[config.mk]
export PLATFORM = sky130hd
export DESIGN_NAME = fuse_fault_retry_controller
export DESIGN_NICKNAME = d
export VERILOG_FILES = /design/src/sv/ffrc_pkg.sv /design/src/sv/ffrc_step.sv /design/src/sv/fuse_fault_retry_controller.sv
export SDC_FILE = /design/constraint.sdc
export NUM_CORES = 1
export LEC_CHECK = 0
export BUFFER_PORTS_ARGS = -buffer_cell sky130_fd_sc_hd__buf_4
export CAP_MARGIN = 20
export CORE_MARGIN = 2
export CORE_UTILIZATION = 55
export CTS_CLUSTER_DIAMETER = 60
export DETAILED_ROUTE_END_ITERATION = 12
export PLACE_DENSITY_LB_ADDON = 0.15
export SETUP_SLACK_MARGIN = 0.02
export SYNTH_ARGS = -nofsm -noshare
export SYNTH_HDL_FRONTEND = slang
export SYNTH_SLANG_ARGS = --single-unit
[constraint.sdc]
create_clock -name i_clk -period 10 [get_ports i_clk]
set_clock_uncertainty 0.15 [all_clocks]
set_input_delay 0 -clock i_clk [delete_from_list [all_inputs] [get_ports i_clk]]
set_output_delay 0 -clock i_clk [all_outputs]
set_load 0.02 [all_outputs]
[src/sv/ffrc_pkg.sv]
package ffrc_pkg;

    typedef enum logic [1:0] {
        OP_TICK   = 2'd0,
        OP_FAULT  = 2'd1,
        OP_ENABLE = 2'd2,
        OP_NONE   = 2'd3
    } t_op;

    typedef enum logic [1:0] {
        CFG_WINDOW_MS       = 2'd0,
        CFG_RETRY_LIMIT     = 2'd1,
        CFG_RESTART_WAIT_MS = 2'd2,
        CFG_UNUSED          = 2'd3
    } t_cfg_idx;

    localparam logic [31:0] WINDOW_MS_RST       = 32'd10000;
    localparam logic [7:0]  RETRY_LIMIT_RST     = 8'd3;
    localparam logic [31:0] RESTART_WAIT_MS_RST = 32'd1000;
    localparam logic [7:0]  RETRY_MAX           = 8'hff;

    typedef struct packed {
        logic [31:0] window_ms;
        logic [7:0]  retry_limit;
        logic [31:0] restart_wait_ms;
    } t_cfg;

    typedef struct packed {
        logic [31:0] now_ms;
        logic [31:0] window_start_ms;
        logic        window_open;
        logic [7:0]  retries_held;
        logic        critical_latched;
        logic        enable_level;
        logic [31:0] wait_remaining;
        logic        wait_active;
    } t_state;

endpackage

[src/sv/ffrc_step.sv]
module ffrc_step (
    input  ffrc_pkg::t_op    i_op,
    input  logic             i_enable_value,
    input  ffrc_pkg::t_cfg   i_cfg,
    input  ffrc_pkg::t_state i_state,
    output ffrc_pkg::t_state o_state,
    output logic             o_fault_result
);

    logic [31:0] elapsed;
    logic        new_window;
    logic [7:0]  base_count;
    logic [7:0]  inc_count;

    assign elapsed    = i_state.now_ms - i_state.window_start_ms;
    assign new_window = !i_state.window_open || (elapsed > i_cfg.window_ms);
    assign base_count = new_window ? 8'd0 : i_state.retries_held;
    assign inc_count  = (base_count != ffrc_pkg::RETRY_MAX) ? 8'(base_count + 8'd1)
                                                            : base_count;

    always_comb begin
        o_state        = i_state;
        o_fault_result = 1'b0;
        unique case (i_op)
            ffrc_pkg::OP_TICK: begin
                o_state.now_ms = 32'(i_state.now_ms + 32'd1);
                if (i_state.wait_active) begin
                    if (i_state.wait_remaining <= 32'd1) begin
                        o_state.wait_remaining = 32'd0;
                        o_state.wait_active    = 1'b0;
                        o_state.enable_level   = 1'b1;
                    end else begin
                        o_state.wait_remaining = 32'(i_state.wait_remaining - 32'd1);
                    end
                end
            end
            ffrc_pkg::OP_FAULT: begin
                o_state.enable_level = 1'b0;
                o_state.retries_held = inc_count;
                if (new_window) begin
                    o_state.window_open     = 1'b1;
                    o_state.window_start_ms = i_state.now_ms;
                end
                if (inc_count > i_cfg.retry_limit) begin
                    o_state.critical_latched = 1'b1;
                    o_state.wait_active      = 1'b0;
                    o_state.wait_remaining   = 32'd0;
                    o_fault_result           = 1'b1;
                end else begin
                    o_state.wait_remaining = i_cfg.restart_wait_ms;
                    o_state.wait_active    = 1'b1;
                end
            end
            ffrc_pkg::OP_ENABLE: begin
                o_state.enable_level = i_enable_value;
            end
            ffrc_pkg::OP_NONE: begin
            end
            default: begin
            end
        endcase
    end

endmodule

[src/sv/fuse_fault_retry_controller.sv]
// Auto-retry (hiccup) controller for a load switch. Each input transfer is a
// millisecond tick, a fault report or an enable write, and each one returns
// exactly one result with the enable level, the latched critical fault, the
// retry count of the current window, the restart-wait flag and, for a fault
// report, whether it tripped the critical fault. The block takes one item per
// clock while results are taken: the item lands in an input register, the
// whole state update is one combinational pass from there into the result
// register, and a new item can follow every cycle. A full result register
// that is not taken holds the input stage, which then drops ready.
// Configuration writes are always accepted and should be made while no item
// is in flight; the critical fault clears only on reset.
module fuse_fault_retry_controller (
    input  logic        i_clk,
    input  logic        i_rst_n,
    input  logic        i_in_valid,
    output logic        o_in_ready,
    input  logic [1:0]  i_op,
    input  logic        i_enable_value,
    output logic        o_out_valid,
    input  logic        i_out_ready,
    output logic        o_enable_out,
    output logic        o_critical_fault,
    output logic [7:0]  o_retry_count,
    output logic        o_restart_pending,
    output logic        o_fault_result,
    input  logic        i_cfg_valid,
    output logic        o_cfg_ready,
    input  logic [1:0]  i_cfg_index,
    input  logic [31:0] i_cfg_data
);

    ffrc_pkg::t_cfg   r_cfg;
    ffrc_pkg::t_state r_state;
    ffrc_pkg::t_state n_state;
    logic             r_in_valid;
    logic [1:0]       r_op;
    logic             r_enable_value;
    logic             r_out_valid;
    logic             r_fault_result;
    logic             n_fault_result;
    logic             advance;

    assign advance     = r_in_valid && (!r_out_valid || i_out_ready);
    assign o_in_ready  = !r_in_valid || advance;
    assign o_cfg_ready = 1'b1;

    // config registers
    always_ff @(posedge i_clk) begin
        if (!i_rst_n) begin
            r_cfg.window_ms       <= ffrc_pkg::WINDOW_MS_RST;
            r_cfg.retry_limit     <= ffrc_pkg::RETRY_LIMIT_RST;
            r_cfg.restart_wait_ms <= ffrc_pkg::RESTART_WAIT_MS_RST;
        end else if (i_cfg_valid) begin
            unique case (ffrc_pkg::t_cfg_idx'(i_cfg_index))
                ffrc_pkg::CFG_WINDOW_MS:       r_cfg.window_ms       <= i_cfg_data;
                ffrc_pkg::CFG_RETRY_LIMIT:     r_cfg.retry_limit     <= i_cfg_data[7:0];
                ffrc_pkg::CFG_RESTART_WAIT_MS: r_cfg.restart_wait_ms <= i_cfg_data;
                ffrc_pkg::CFG_UNUSED: begin
                end
                default: begin
                end
            endcase
        end
    end

    // input register
    always_ff @(posedge i_clk) begin
        if (!i_rst_n) begin
            r_in_valid <= 1'b0;
        end else if (o_in_ready) begin
            r_in_valid <= i_in_valid;
        end
    end

    always_ff @(posedge i_clk) begin
        if (o_in_ready && i_in_valid) begin
            r_op           <= i_op;
            r_enable_value <= i_enable_value;
        end
    end

    ffrc_step u_step (
        .i_op           (ffrc_pkg::t_op'(r_op)),
        .i_enable_value (r_enable_value),
        .i_cfg          (r_cfg),
        .i_state        (r_state),
        .o_state        (n_state),
        .o_fault_result (n_fault_result)
    );

    // controller state
    always_ff @(posedge i_clk) begin
        if (!i_rst_n) begin
            r_state <= '0;
        end else if (advance) begin
            r_state <= n_state;
        end
    end

    // result register
    always_ff @(posedge i_clk) begin
        if (!i_rst_n) begin
            r_out_valid <= 1'b0;
        end else if (advance) begin
            r_out_valid <= 1'b1;
        end else if (i_out_ready) begin
            r_out_valid <= 1'b0;
        end
    end

    always_ff @(posedge i_clk) begin
        if (advance) begin
            r_fault_result <= n_fault_result;
        end
    end

    assign o_out_valid       = r_out_valid;
    assign o_enable_out      = r_state.enable_level;
    assign o_critical_fault  = r_state.critical_latched;
    assign o_retry_count     = r_state.retries_held;
    assign o_restart_pending = r_state.wait_active;
    assign o_fault_result    = r_fault_result;

endmodule

; Word-level counts from Yosys, hierarchy flattened
; Cells that the tools add are included.
[word_totals]
register_bits = 186
latchBits = 0
mem_bits_rw = 0
romBits = 0
input_bits = 42
output_inout_bits = 15
word_cells = 65
n_memories = 0
[classes]
addsub = 4
multipliers = 0
n_div = 0
n_lt_le_gt_ge = 3
n_eq_ne = 7
n_shift = 0
n_mux = 12
bitwise = 0
n_reduce_logical = 23
[ops]
columns = operator, count
row1 = one-hot mux 33 bit (2 select lines), 1
row2 = two-way mux 34 bit, 1
row3 = two-way mux 33 bit, 1
row4 = "adder 32 x 1 -> 32 bit, second input constant", 1
row5 = greater-than comparator 32 bit, 1
row6 = "less-or-equal comparator 32 x 1 -> 1 bit, second input constant", 1
row7 = two-way mux 32 bit, 1
row8 = "subtractor 32 x 1 -> 32 bit, second input constant", 1
row9 = subtractor 32 bit, 1
row10 = two-way mux 8 bit, 2
row11 = AND reduction 2 bit, 6
row12 = AND reduction 3 bit, 3
row13 = "adder 8 x 1 -> 8 bit, second input constant", 1
row14 = greater-than comparator 8 bit, 1
row15 = "!= test 8 bit, second input constant", 1
row16 = two-way mux 1 bit, 5
row17 = "== test 2 x 1 -> 1 bit, second input constant", 2
row18 = "== test 2 bit, second input constant", 2
row19 = logical NOT 2 bit, 2
row20 = AND reduction 4 bit, 1
row21 = nonzero test 2 bit, 2
row22 = logical NOT 1 bit, 3
row23 = logical OR 1 bit, 3
row24 = one-hot mux 1 bit (3 select lines), 1
row25 = other kinds (4), 5

; Longest topological paths before layout
[depth]
depth_word = 9
mapped_depth = 38
ltp_nobuf = 36

; By module
; From an unflattened synthesis, not the netlist that was laid out.
[hier_totals]
cells_unflattened = 1537
hier_area_um2 = 12174.2
[by_module_without_submodules]
columns = module, instances, cells_each, area_each_um2, seq_area_each_um2
row1 = fuse_fault_retry_controller, 1, 766, 7035.5, 3763.6
row2 = ffrc_step, 1, 771, 5138.7, 0.0

; Least setup slack after synthesis
; No wires, ideal clock.
[synth_timing]
path_type = reg-to-reg
startpoint = register r_state[76] (netlist name)
endpoint = register r_state[17] (netlist name)
setup_ns = 0.059
t_arrival_ns = 7.168
required_time_ns = 9.791
slack_ns = 2.622
stages_incl_launch_ff = 38
path_buffers = 2
period_less_slack_ns = 7.378
path_cell_list = dfxtp_1 > inv_1 > ha_1 > inv_1 > fa_1 > a211oi_1 > o21bai_1 > nor3b_1 > o21ai_1 > a21o_1 > o41a_1 > o31a_1 > nand4_1 > o311ai_1 > ha_1 > nand4_1 > nor4_1 > nand4_1 > [... 2 more ...] > clkbuf_1 > nor2_1 > ha_1 > and3_1 > nand3_1 > o21ai_0 > o31ai_1 > ha_1 > nor2b_1 > o21a_1 > o21a_1 > o21ai_0 > nand3b_1 > a21boi_1 > clkbuf_1 > a21oi_1 > o22ai_1 > and2_1
[synth_via]
elab_chain_cells = 9
word_cells_on_any_way = 10
cone_classes = 2 x add/sub / 2 x order compare / 1 x eq/ne / 4 x mux / 1 x reduce/logical
[synth_rtl]
columns = item, line_no
row1 = start: declaration, fuse_fault_retry_controller.sv:33  ; ffrc_pkg::t_state r_state;
row2 = start signal: assignment, fuse_fault_retry_controller.sv:96  ; r_state <= n_state;
row3 = subtractor 32 bit *, ffrc_step.sv:15  ; assign elapsed = i_state.now_ms - i_state.window_start_ms;
row4 = greater-than comparator 32 bit *, ffrc_step.sv:16  ; assign new_window = !i_state.window_open || (elapsed > i_cfg.window_ms);
row5 = logical OR 1 bit *, ffrc_step.sv:16
row6 = two-way mux 8 bit *, ffrc_step.sv:17  ; assign base_count = new_window ? 8'd0 : i_state.retries_held;
row7 = adder 8 x 1 -> 8 bit or != test 8 bit (tied branches), ffrc_step.sv:18  ; assign inc_count = (base_count != ffrc_pkg::RETRY_MAX) ? 8'(base_count + 8'd1)
row8 = two-way mux 8 bit *, ffrc_step.sv:18
row9 = net u_step.inc_count[1], ffrc_step.sv:13  ; logic [7:0] inc_count;
row10 = greater-than comparator 8 bit *, ffrc_step.sv:44  ; if (inc_count > i_cfg.retry_limit) begin
row11 = two-way mux 33 bit *, ffrc_step.sv:44
row12 = one-hot mux 33 bit (2 select lines) *, ffrc_step.sv:24  ; unique case (i_op)
; Mark *: on every way through the listed nets, which the timed path passes. The rest lies on a longest branch.
; A chain may end at the register's enable or synchronous reset.

; Worst setup path after layout
[layout_timing]
startpoint = register r_state[76] (netlist name)
endpoint = register r_state[28] (netlist name)
; Same word-level chain as after synthesis.

==> results.txt <==
----------------------------------------------------
[Placement]
  Placed cells ... 1560
  Number of buffers added on ports ... 55
  Detail Placement HPWL ... 17320 um
  Minimum setup slack after placement ... 1.442 ns
  Routability cong. ... 0.8612

[Yosys]
  Syn Nets ... 1458
  Number of enable flip-flop cells after synthesis ... 4
  Main synth FF type ... sky130_fd_sc_hd__dfxtp_1
  Register bit count reported by yosys ... 186
  Dominant cell by count in the synthesized netlist ... sky130_fd_sc_hd__dfxtp_1
  Leading post-synthesis cells by instance count ... sky130_fd_sc_hd__dfxtp_1, sky130_fd_sc_hd__nand2_1, sky130_fd_sc_hd__a21oi_1, sky130_fd_sc_hd__nor2_1, sky130_fd_sc_hd__inv_1
  Sequential element share of the synthesized area ... 0.3575
  Gate count after technology mapping ... 1336
  Synthesized area per cell ... 7.879 um^2
  Area of the mapped netlist ... 10530 um^2
  Number of warnings printed during yosys synthesis ... 0
  Area share of the leading cell type in the synthesized netlist ... 0.3461
  Cell variety after synth ... 71
  Share of flip-flops with an asynchronous set or reset after synthesis ... 0
  Cell taking the most area after synthesis ... sky130_fd_sc_hd__dfxtp_1
  Cell types occupying the most area after synthesis ... sky130_fd_sc_hd__dfxtp_1, sky130_fd_sc_hd__ha_1, sky130_fd_sc_hd__nand2_1

[Flow run]
  Max-capacitance violation count ... 0

[Power and ir drop]
  P_int ... 1.160 mW
  Share of total power in combinational logic ... 0.110
  Clock power frac ... 0.415
  Total net switching power ... 0.4556 mW
  Power per unit of standard cell area ... 133.4 nW/um^2
  Maximum ir drop on the vdd rail ... 116.6 uV
  Leakage power of the design ... 4.872 nW
  Proportion of power drawn by flip-flops and latches ... 0.476
  Net Sw Frac ... 0.2820

[Timing]
  Actual transition at the worst max-transition pin ... 0.9072 ns
  Max-slew headroom at the worst pin ... 0.3952
  Number of failing hold endpoints at the final stage ... 0
  Final Max Slew Viols ... 0
  Setup TNS ... 0 ns
  Crit path setup slack, layout ... 1.226 ns
  Min cycle time layout ... 8.774 ns
  RSZ-0062 raised after global routing ... false
  Final clock period utilization by the worst path ... 0.8774
  Final setup violation count ... 0
  Fmax ... 114.0 MHz
  Fin Hold WS ... 0.1194 ns

[Final layout]
  Final core utilization ... 0.6453
  Final non-filler cell total ... 1644
  Area added between synthesis and finish ... 15.06%
  Total Nets Final ... 1519
  Layout cells sized above 1 ... 0.08298
  Antenna diode count ... 0

[CTS]
  Post-CTS clock slew at the launch and capture registers of the worst setup and hold paths ... 0.08 ns
  Root cell of the clock tree ... sky130_fd_sc_hd__clkbuf_16
  Clock Path Buffers ... 2
  Total number of clock tree sinks ... 186
  CTS tree ... done
  Post-CTS Resized ... 0
  CTS buffer count ... 17
  Clock latency on the worst-skew pair ... 0.45 ns
  Total number of H-tree levels ... 4

[Routing]
  Mean number of vias per cell ... 5.814
  Drt pass-1 iters ... 6
  Sum of routed wire length over all layers ... 25730 um
  Average wire length per cell after detail routing ... 15.65 um
  DRC violation total after the first TritonRoute iteration ... 653
  Detailed-route DRC error count ... 0
  Remaining antenna violation count after routing ... 0
  Via total after detailed routing ... 9559

[Worst setup path]
  Data required time of the worst path ... 10.22 ns
  CP delay by family, top ... simple AND/OR/NAND/NOR gates
  Crit path buf inv count ... 3
  Start-to-end type of the worst setup path ... reg -> reg
  Crit path max fanout ... 33
  Number of cell instances on the worst register-to-register path ... 36
  Logic depth of the worst setup path including buffers ... 36
  Highest-delay cell along the critical path ... sky130_fd_sc_hd__nor4_1
  Critical path arrival ... 8.99 ns
  Cell occurring most often along the worst timing path ... sky130_fd_sc_hd__ha_1
  Critical Path Sink Type ... flip-flop
  Highest cell delay on the worst timing path ... 0.60 ns
  Startpoint kind of the worst setup timing path ... flip-flop

[Floorplanning]
  Die width ... 142.3 um
  Area of the core ... 18770 um^2
  Boundary Pins ... 57
  Total Die Area ... 20260 um^2
  Starting density of the core ... 0.5609
  Number of placement rows ... 50
  Die height ... 142.3 um

[Worst hold path]
  Hold WC Path Type ... in -> reg
  Count of cells along the worst hold path ... 2

[GRT]
  Aggregate global-route resource usage ... 0.2581
  Via count of the first global-routing pass ... 8772
  Wire length of the first global-routing pass ... 42390 um
  Initial antenna violation count ... 0
  Gr ovfl total ... 0
  Largest net degree at the start of global routing ... 85

[Status]
  Run status ... completed

----------------------------------------------------
==> power by group through the flow <==
| stage | sequential (mW) | combinational (mW) | clock, mW |
|---|---|---|---|
| after floorplan | 0.784 | 0.111 | 0 |
| after global placement | 0.785 | 0.157 | 0 |
| after detailed placement | 0.786 | 0.159 | 0 |
| after CTS | 0.768 | 0.175 | 0.677 |
| after global routing | 0.770 | 0.197 | 0.711 |
| final | 0.768 | 0.177 | 0.670 |
==> registers in the layout, summed over array words and instances, names as in the netlist <==
register,count
o_critical_fault,1
o_enable_out,1
o_fault_result,1
o_out_valid,1
o_restart_pending,1
o_retry_count,8
r_cfg,72
r_enable_value,1
r_in_valid,1
r_op,2
r_state,97
==> layout make-up <==
class | instances | area (um^2)
clock buffer | 17 | 425.4
multi-input combinational | 984 | 6115
fill | 1661 | 6656
tap | 234 | 292.8
inverter | 92 | 347.8
timing repair buffer | 116 | 1018
clock inverter | 15 | 148.9
sequential | 186 | 3764
==> cells by family (layout without fill, tap and decap cells) <==
| family | count (synthesis) | count (layout) | share of synthesized area |
|---|---|---|---|
| flops | 186 | 186 | 0.3575 |
| fa+ha+maj | 80 | 80 | 0.09580 |
| xor+xnor | 64 | 64 | 0.05325 |
| compound gates | 316 | 316 | 0.1915 |
| buf+inv | 166 | 240 | 0.06430 |
| mux | 11 | 11 | 0.01058 |
| simple gates | 512 | 512 | 0.2267 |
| other cells | 1 | 1 | 0.0003562 |
==> routing by layer <==
metal	wire length, um	share of wire	track usage	vias to the layer above
li1	-	-	-	4795
met1	12070	0.47	0.3445	4506
met2	12140	0.47	0.4355	225
met3	1121	0.044	0.04105	33
met4	389	0.015	0.07139	0
met5	0	0	0	-
==> cells in the final DEF, fill, tap and decap left out, drive strengths merged, types with 5 or more instances in the layout <==
cell,n
clkbuf,17
dlygate4sd3,51
buf,65
o211ai,8
nand2,178
a221oi,11
nor2b,9
and3,15
a22oi,5
nor3,40
xnor2,27
ha,79
clkinv,7
o21a,16
a21oi,118
o31ai,31
o21ai,53
mux2i,10
a211oi,11
dfxtp,182
nand3,78
nor2,116
o31a,7
a21o,17
xor2,37
inv,99
a2bb2oi,7
or4,5
and2,11
nor4,14
nand2b,7
or3,10
nand4,17
==> worst paths after layout <==
kind,from,end,slack [ns]
worst max register to register,r_state[76],r_state[28],1.23
worst min-delay path,i_op[0],r_op[0],0.12
worst max-delay path,r_state[76],r_state[28],1.23
worst min register to register,r_cfg[20],r_cfg[20],0.30
==> per-stage QoR <==
step                      instance area, um^2  power [mW]
after floorplan                         10530      0.8944
after global placement                  11000      0.9427
after detailed placement                11000      0.9447
after CTS                               12080       1.620
after global routing                    12110       1.678
final                                   12110       1.616
==> timing repair <==
| action | CTS | global route |
|---|---|---|
| buffers inserted | 0 | 0 |
| setup endpoints to repair | 0 | 0 |
| hold buffers | 51 | 0 |
| hold endpoints to repair | 82 | 0 |
Note: power is estimated with default switching activity, not from simulation.
